`src/hw/rtl/ftphc_pkg.sv`:
```
// Shared types and constants of the first-touch page hit counter.
// Holds the payload structs, field widths and register map.
// Depends on nothing; every RTL file of the block imports it.
`default_nettype none

package ftphc_pkg;

  // Field widths of one record beat and one result beat.
  localparam int unsigned PAGE_W   = 52;
  localparam int unsigned COUNT_W  = 16;
  localparam int unsigned CREDIT_W = 7;
  localparam int unsigned TOTAL_W  = 48;
  localparam int unsigned LIMIT_W  = 7;

  // Access counts are clipped to this value before they are credited.
  localparam logic [CREDIT_W-1:0] CLIP_MAX = 7'd64;

  // Defaults of the top-level parameters.
  localparam int unsigned TABLE_DEPTH_DEF = 64;
  localparam int unsigned PAGE_BITS_DEF   = 52;

  // Configuration port and register map.
  localparam int unsigned APB_ADDR_W = 3;
  localparam int unsigned APB_DATA_W = 32;
  localparam logic [LIMIT_W-1:0] FAST_LIMIT_RESET = 7'd64;
  localparam logic [0:0] REG_FAST_LIMIT = 1'b0;

  // One trace record.
  typedef struct packed {
    logic [PAGE_W-1:0]  page_number;
    logic [COUNT_W-1:0] access_count;
  } item_t;

  // One result.
  typedef struct packed {
    logic                is_hit;
    logic                new_page;
    logic [CREDIT_W-1:0] credited;
    logic [TOTAL_W-1:0]  hit_total;
    logic [TOTAL_W-1:0]  miss_total;
  } result_t;

endpackage

`default_nettype wire

```
`src/hw/rtl/first_touch_page_hit_counter_core.sv`:
```
// First-touch page hit counter: top level with table, search sequencer and totals.
// Depends on ftphc_pkg for the payload structs, widths and register map.
`default_nettype none

// Usage
// A record beat is taken at a rising edge where start is high and busy is low.
// The page is searched for in a table of first-seen pages, one entry a cycle
// through a single comparator and a registered memory read port. If it is not
// found and the table holds fewer pages than fast_limit (clamped to TABLE_DEPTH), it is appended.
// The clipped count then goes through one shared saturating adder into the
// hit total or the miss total.
// The result beat shows on result_o with result_strobe_o high for one
// cycle, once the search has compared the entries up to the match (or all
// pages held) and the decide state has registered it. busy stays high until
// then and falls in the cycle the result is shown, so records do not overlap.
// The receiver cannot stall: each result beat is valid for that single cycle.
// Reset empties the table (pages held and both totals to zero, no clearing
// pass is needed) and sets fast_limit to 64. fast_limit sits at byte address
// 0 of the APB port. The user must write it only while the block is idle;
// the block itself does not enforce this.
module first_touch_page_hit_counter_core
  import ftphc_pkg::*;
#(
  parameter int unsigned TABLE_DEPTH = TABLE_DEPTH_DEF,
  parameter int unsigned PAGE_BITS   = PAGE_BITS_DEF
) (
  input  wire logic                  clk_i,
  input  wire logic                  rst_ni,
  // Record channel.
  input  wire logic                  start,
  output logic                       busy,
  input  wire item_t                 item_i,
  // Result channel.
  output logic                       result_strobe_o,
  output result_t                    result_o,
  // Configuration port.
  input  wire logic                  psel,
  input  wire logic                  penable,
  input  wire logic                  pwrite,
  input  wire logic [APB_ADDR_W-1:0] paddr,
  input  wire logic [APB_DATA_W-1:0] pwdata,
  output logic [APB_DATA_W-1:0]      prdata,
  output logic                       pready
);

  // Derived widths.
  localparam int unsigned KeyW  = (PAGE_BITS < PAGE_W) ? PAGE_BITS : PAGE_W;
  localparam int unsigned IdxW  = (TABLE_DEPTH > 1) ? $clog2(TABLE_DEPTH) : 1;
  localparam int unsigned HeldW = $clog2(TABLE_DEPTH + 1);
  localparam int unsigned CmpW  = (HeldW > LIMIT_W) ? HeldW : LIMIT_W;
  localparam logic [CmpW-1:0] DepthC = CmpW'(TABLE_DEPTH);

  // Sequencer states.
  localparam logic [1:0] ST_IDLE   = 2'd0;
  localparam logic [1:0] ST_SEARCH = 2'd1;
  localparam logic [1:0] ST_DECIDE = 2'd2;

  logic [1:0]          state_q, state_d;
  logic [IdxW-1:0]     idx_q, idx_d;
  logic [HeldW-1:0]    held_q, held_d;
  logic                found_q, found_d;
  logic [KeyW-1:0]     key_q, key_d;
  logic [CREDIT_W-1:0] credit_q, credit_d;
  logic [TOTAL_W-1:0]  hit_sum_q, hit_sum_d;
  logic [TOTAL_W-1:0]  miss_sum_q, miss_sum_d;
  logic [LIMIT_W-1:0]  fast_limit_q;
  logic                strobe_q, strobe_d;
  result_t             result_q, result_d;

  logic                accept;
  logic                cfg_write;
  logic [IdxW-1:0]     rd_addr;
  logic [KeyW-1:0]     rd_data_q;
  logic                mem_we;
  logic [HeldW-1:0]    next_pos;
  logic                last_entry;
  logic [CmpW-1:0]     limit_ext;
  logic [CmpW-1:0]     limit_eff;
  logic                room;
  logic                hit;
  logic [TOTAL_W-1:0]  add_op;
  logic [TOTAL_W:0]    add_sum;
  logic [TOTAL_W-1:0]  add_sat;

  // Page table: one write port for appends, one registered read port for the search.
  logic [KeyW-1:0] page_table [TABLE_DEPTH];

  always_ff @(posedge clk_i) begin
    if (mem_we) begin
      page_table[held_q[IdxW-1:0]] <= key_q;
    end
    rd_data_q <= page_table[rd_addr];
  end

  // Configuration port: always ready, words decoded by address bit 2.
  assign pready    = 1'b1;
  assign cfg_write = psel && penable && pwrite && pready
                     && (paddr[2] == REG_FAST_LIMIT);
  assign prdata    = (paddr[2] == REG_FAST_LIMIT)
                     ? {{(APB_DATA_W - LIMIT_W){1'b0}}, fast_limit_q}
                     : '0;

  always_ff @(posedge clk_i or negedge rst_ni) begin
    if (!rst_ni) begin
      fast_limit_q <= FAST_LIMIT_RESET;
    end else if (cfg_write) begin
      fast_limit_q <= pwdata[LIMIT_W-1:0];
    end
  end

  // Handshake of the record channel.
  assign busy   = (state_q != ST_IDLE);
  assign accept = start && !busy;

  // Search bookkeeping: the entry compared now and whether it is the last one held.
  assign next_pos   = HeldW'(idx_q) + HeldW'(1);
  assign last_entry = (next_pos == held_q);
  assign rd_addr    = accept ? '0 : IdxW'(next_pos);

  // Effective limit, clamped to the table depth, and whether a new page fits.
  assign limit_ext = CmpW'(fast_limit_q);
  assign limit_eff = (limit_ext > DepthC) ? DepthC : limit_ext;
  assign room      = (CmpW'(held_q) < limit_eff);
  assign hit       = found_q || room;
  assign mem_we    = (state_q == ST_DECIDE) && !found_q && room;

  // Shared saturating adder, steered to the hit or the miss total.
  assign add_op  = hit ? hit_sum_q : miss_sum_q;
  assign add_sum = {1'b0, add_op} + (TOTAL_W + 1)'(credit_q);
  assign add_sat = add_sum[TOTAL_W] ? {TOTAL_W{1'b1}} : add_sum[TOTAL_W-1:0];

  // Sequencer: accept, walk the table one entry a cycle, then update and report.
  always_comb begin
    state_d    = state_q;
    idx_d      = idx_q;
    held_d     = held_q;
    found_d    = found_q;
    key_d      = key_q;
    credit_d   = credit_q;
    hit_sum_d  = hit_sum_q;
    miss_sum_d = miss_sum_q;
    strobe_d   = 1'b0;
    result_d   = result_q;

    case (state_q)
      ST_IDLE: begin
        if (accept) begin
          key_d    = item_i.page_number[KeyW-1:0];
          credit_d = (item_i.access_count > COUNT_W'(CLIP_MAX))
                     ? CLIP_MAX : item_i.access_count[CREDIT_W-1:0];
          idx_d    = '0;
          found_d  = 1'b0;
          state_d  = (held_q == '0) ? ST_DECIDE : ST_SEARCH;
        end
      end
      ST_SEARCH: begin
        if (rd_data_q == key_q) begin
          found_d = 1'b1;
          state_d = ST_DECIDE;
        end else if (last_entry) begin
          state_d = ST_DECIDE;
        end else begin
          idx_d = IdxW'(next_pos);
        end
      end
      ST_DECIDE: begin
        if (mem_we) begin
          held_d = held_q + HeldW'(1);
        end
        if (hit) begin
          hit_sum_d = add_sat;
        end else begin
          miss_sum_d = add_sat;
        end
        result_d.is_hit     = hit;
        result_d.new_page   = !found_q;
        result_d.credited   = credit_q;
        result_d.hit_total  = hit ? add_sat : hit_sum_q;
        result_d.miss_total = hit ? miss_sum_q : add_sat;
        strobe_d = 1'b1;
        state_d  = ST_IDLE;
      end
      default: begin
        state_d = ST_IDLE;
      end
    endcase
  end

  // Control state and totals.
  always_ff @(posedge clk_i or negedge rst_ni) begin
    if (!rst_ni) begin
      state_q    <= ST_IDLE;
      idx_q      <= '0;
      held_q     <= '0;
      found_q    <= 1'b0;
      hit_sum_q  <= '0;
      miss_sum_q <= '0;
      strobe_q   <= 1'b0;
    end else begin
      state_q    <= state_d;
      idx_q      <= idx_d;
      held_q     <= held_d;
      found_q    <= found_d;
      hit_sum_q  <= hit_sum_d;
      miss_sum_q <= miss_sum_d;
      strobe_q   <= strobe_d;
    end
  end

  // Payload registers of the record in flight and of the result beat.
  always_ff @(posedge clk_i) begin
    key_q    <= key_d;
    credit_q <= credit_d;
    result_q <= result_d;
  end

  assign result_strobe_o = strobe_q;
  assign result_o        = result_q;

endmodule

`default_nettype wire

```
`config.mk`:
```
export PLATFORM = sky130hd
export DESIGN_NAME = first_touch_page_hit_counter_core
export DESIGN_NICKNAME = d
export VERILOG_FILES = /design/src/hw/rtl/ftphc_pkg.sv /design/src/hw/rtl/first_touch_page_hit_counter_core.sv
export SDC_FILE = /design/constraint.sdc
export NUM_CORES = 2
export LEC_CHECK = 0
export CAP_MARGIN = 20
export CORE_MARGIN = 10
export CORE_UTILIZATION = 36
export CTS_CLUSTER_SIZE = 16
export DETAILED_ROUTE_END_ITERATION = 7
export DONT_BUFFER_PORTS = 1
export PLACE_DENSITY = 0.49
export SLEW_MARGIN = 40
export SYNTH_ARGS = -nofsm -noshare
export SYNTH_HDL_FRONTEND = slang
export SYNTH_SLANG_ARGS = --single-unit
```
`constraint.sdc`:
```
create_clock -name clk_i -period 13.4 [get_ports clk_i]
set_clock_uncertainty 0.2 [all_clocks]
set_input_delay 1.34 -clock clk_i [delete_from_list [all_inputs] [get_ports clk_i]]
set_output_delay 1.34 -clock clk_i [all_outputs]
set_load 0.02 [all_outputs]
```
==> impl_results.md <==
* Status: finished clean
* R2R Path Start: held_q[0]
* CP Class: reg -> reg
* Via-to-Cell Ratio at 5.87
* Synth Register Bits at 3664
* Drt first pass iters at 6
* Largest net degree at the start of global routing at 155
* Layout area overhead at 14.3%
* Hold slack at 0.0320 ns
* HPWL after detailed placement at 271000 um
* Cell count after synthesis at 10028
* Cell area after synthesis at 145000 um^2
* Period utilization at 52.5%
* Worst setup SP type: flip-flop
* Max Root-Sink Buffers at 4
* I/O Buffers at 0
* WP data arrival at 7.50 ns
* Max Cap Viol at 0
* Crit-path max cell delay at 0.80 ns
* H-tree depth at 5
* Sink Count at 3664
* DRT iter0 DRCs at 11598
* Core area at 402000 um^2
* Reg-to-reg critical path endpoint: result_o[79]
* TritonCTS clock tree: yes
* # IOs at 249
* Vias at 92139
* R2R depth at 17
* Synth top cells by count: edfxtp_1 (3492), nand2_1 (1890), clkbuf_1 (498)
* Slew Limit Fails at 0
* Std-Cell Rows at 233
* Clock latency on the worst-skew pair at 0.99 ns
* Antenna violations before repair at 26
* Worst Tran Pin Value at 0.944 ns
* Tot GR Track Use at 22.4%
* Crit path setup slack, layout at 6.37 ns
* Max Clk Rate at 142 MHz
* RSZ-0062 raised after global routing: no
* Worst setup EP type: flip-flop
* Placed insts at 14941
* Setup WS pre-CTS at 6.30 ns
* Total negative slack at 0 ns
* Worst Path Max Fanout at 60
* Non-filler instance count after layout at 15693
* Cell taking the most area after synthesis: edfxtp_1
* Ys flop type: edfxtp_1
* Wire per inst at 31.9 um
* Worst path required time at 13.87 ns
* Share of synthesized registers carrying an async set or reset at 3.28%
* Grt total ovfl at 0
* CTS Buf Count at 396
* Hold Violations, Final at 0
* R2R Setup Slk at 6.37 ns
* CP max-delay cell: nor4_2
* Postcts setup bufs at 0
* Vias in the first global route at 87349
* Die height at 655 um
* Number of synthesized flops with an enable pin at 3492
* Yosys cell types at 97
* GPL Wtd Cong at 0.829
* Total wire length at 501000 um
* Final setup violation count at 0
* Top post-synthesis cells by area: edfxtp_1 (72%), nand2_1 (4.9%), mux2i_1 (2.2%)
* Initial Utilization at 36.1%
* Slew HR at 37.1%
* Die area at 429000 um^2
* Clk slew on worst S/H paths at 0.06 ns
* Final Critical Period at 7.03 ns
* Final net count at 10194
* Most common cell in the netlist: edfxtp_1
* Yosys Warn Count at 0
* Synth Area per Inst at 14.5 um^2
* Crit-path cells: nor3b_2 -> o21ai_0 -> a221o_4 -> clkinv_2 -> buf_4 -> nand2_1 -> nand2_1 -> ha_1 -> inv_1 -> fa_1 -> nor2b_1 -> o31ai_1 -> a21o_2 -> nor4_2 -> o21ba_2 -> nor2_1 -> o31ai_1
* Routed Antenna Nets at 0
* Leakage at 53.0 nW
* Die width at 655 um
* Seq/Total Area, Yosys at 75.0%
* Max VDD drop at 194 uV
* PD cells at 201 nW/um^2
* Yosys top cell area share at 72.2%
* First-pass GRT wire length at 688000 um
* Post-route DRC at 0
* Share of cells above drive strength 1 at 11.2%
* Worst hold path class: in -> async
* CTS root buf: clkbuf_16
## cells in the final DEF, fill, tap and decap left out, drive strengths merged, types with 20 or more instances in the layout
master     n
nor3     167
o41ai     29
clkbuf   532
edfxtp  3492
o211ai    29
and2      31
mux2      38
a31oi    170
inv       39
or3       25
o22ai    235
o21ai    209
nand4     53
a32oi    243
bufinv    20
a22o      42
dfrtp    119
o31ai    126
o311ai   146
nand3    417
mux2i    316
buf      344
nor2     370
a21oi    319
nand2   1891
conb      26
and3     121
o311a     58
o221ai    44
mux4      72
or4       37
dfxtp     52
clkinv   158
xnor2     64
nor4      59
a211oi    29
o32a      30
## layer usage
layer / vias up / share of wire [%] / wire [um] / global-route usage [%]
met5: - / 0.0042 / 21 / 0
met4: 4 / 3.7 / 18400 / 7.73
met1: 47760 / 41 / 208000 / 30.5
met2: 4500 / 46 / 232000 / 36.0
li1: 38974 / - / - / -
met3: 901 / 8.5 / 42500 / 4.17
## flip-flops by register name, summed over array words and instances, names as in the netlist
signal           cells
result_strobe_o      1
state_q              2
held_q               7
result_o           105
fast_limit_q         7
key_q               52
idx_q                6
found_q              1
hit_sum_q           48
page_table        3328
rd_data_q           52
credit_q             7
miss_sum_q          48
## cell type report
class	instances	area, um^2
antenna	8	20.0
clock buffer	528	10800
clock inverter	200	1690
fill	36398	236000
inverter	26	116
multi-input combinational	5632	34300
sequential	3664	109000
tap	5287	6620
timing repair buffer	348	3540
## critical path: cells and delay by family (launching register included)
kind | cells | cell delay, ns
simple gates | 6 | 2.06
flops | 1 | 0.68
fa+ha+maj | 2 | 0.66
compound gates | 6 | 2.36
buf+inv | 3 | 0.68
## cells by family (layout without fill, tap and decap cells)
group | Yosys count | after routing | synth area share, %
DFF | 3664 | 3664 | 75.0
and+or+nand+nor | 3239 | 3239 | 9.65
AOI/OAI and AO/OA | 1853 | 1853 | 9.04
buffers and inverters | 756 | 1102 | 2.15
muxes | 426 | 426 | 3.59
xor gates and xnor gates | 71 | 71 | 0.452
adders and majority gates | 17 | 17 | 0.152
other | 2 | 34 | 0.00517
## how the worst max path moves through the flow
stage / startpoint / endpoint / slack (ns) / depth (start not counted)
floorplan: fast_limit_q[6] / miss_sum_q[42] / 7.84 / 24
global placement: held_q[0] / result_o[71] / 5.83 / 17
detailed placement: start / rd_data_q[3] / 6.30 / 11
CTS: held_q[0] / miss_sum_q[42] / 6.63 / 17
global route: held_q[0] / miss_sum_q[42] / 6.20 / 17
finish: held_q[0] / result_o[79] / 6.37 / 17
## where the power goes
part	leakage, nW	total [mW]	switching (mW)	internal, mW
Sequential	33.5	13.8	0.362	13.4
Combinational	13.3	9.05	6.55	2.50
Clock	6.12	10.6	4.56	6.06
## stage by stage
step | area, um^2 | total power, mW | utilization, %
after CTS | 166000 | 33.5 | 41.2
after floorplan | 145000 | 19.3 | -
final | 166000 | 33.4 | 41.3
after detailed placement | 153000 | 22.9 | 38.1
after global placement | 152000 | 22.8 | 37.8
after global routing | 166000 | 34.7 | 41.3
## what timing repair did
| action | in CTS | in global routing |
|---|---|---|
| hold endpoints to repair | 119 | 0 |
| hold buffers | 2 | 0 |
| gates resized for setup | 0 | 0 |
Power figures use the tool's default switching activity.
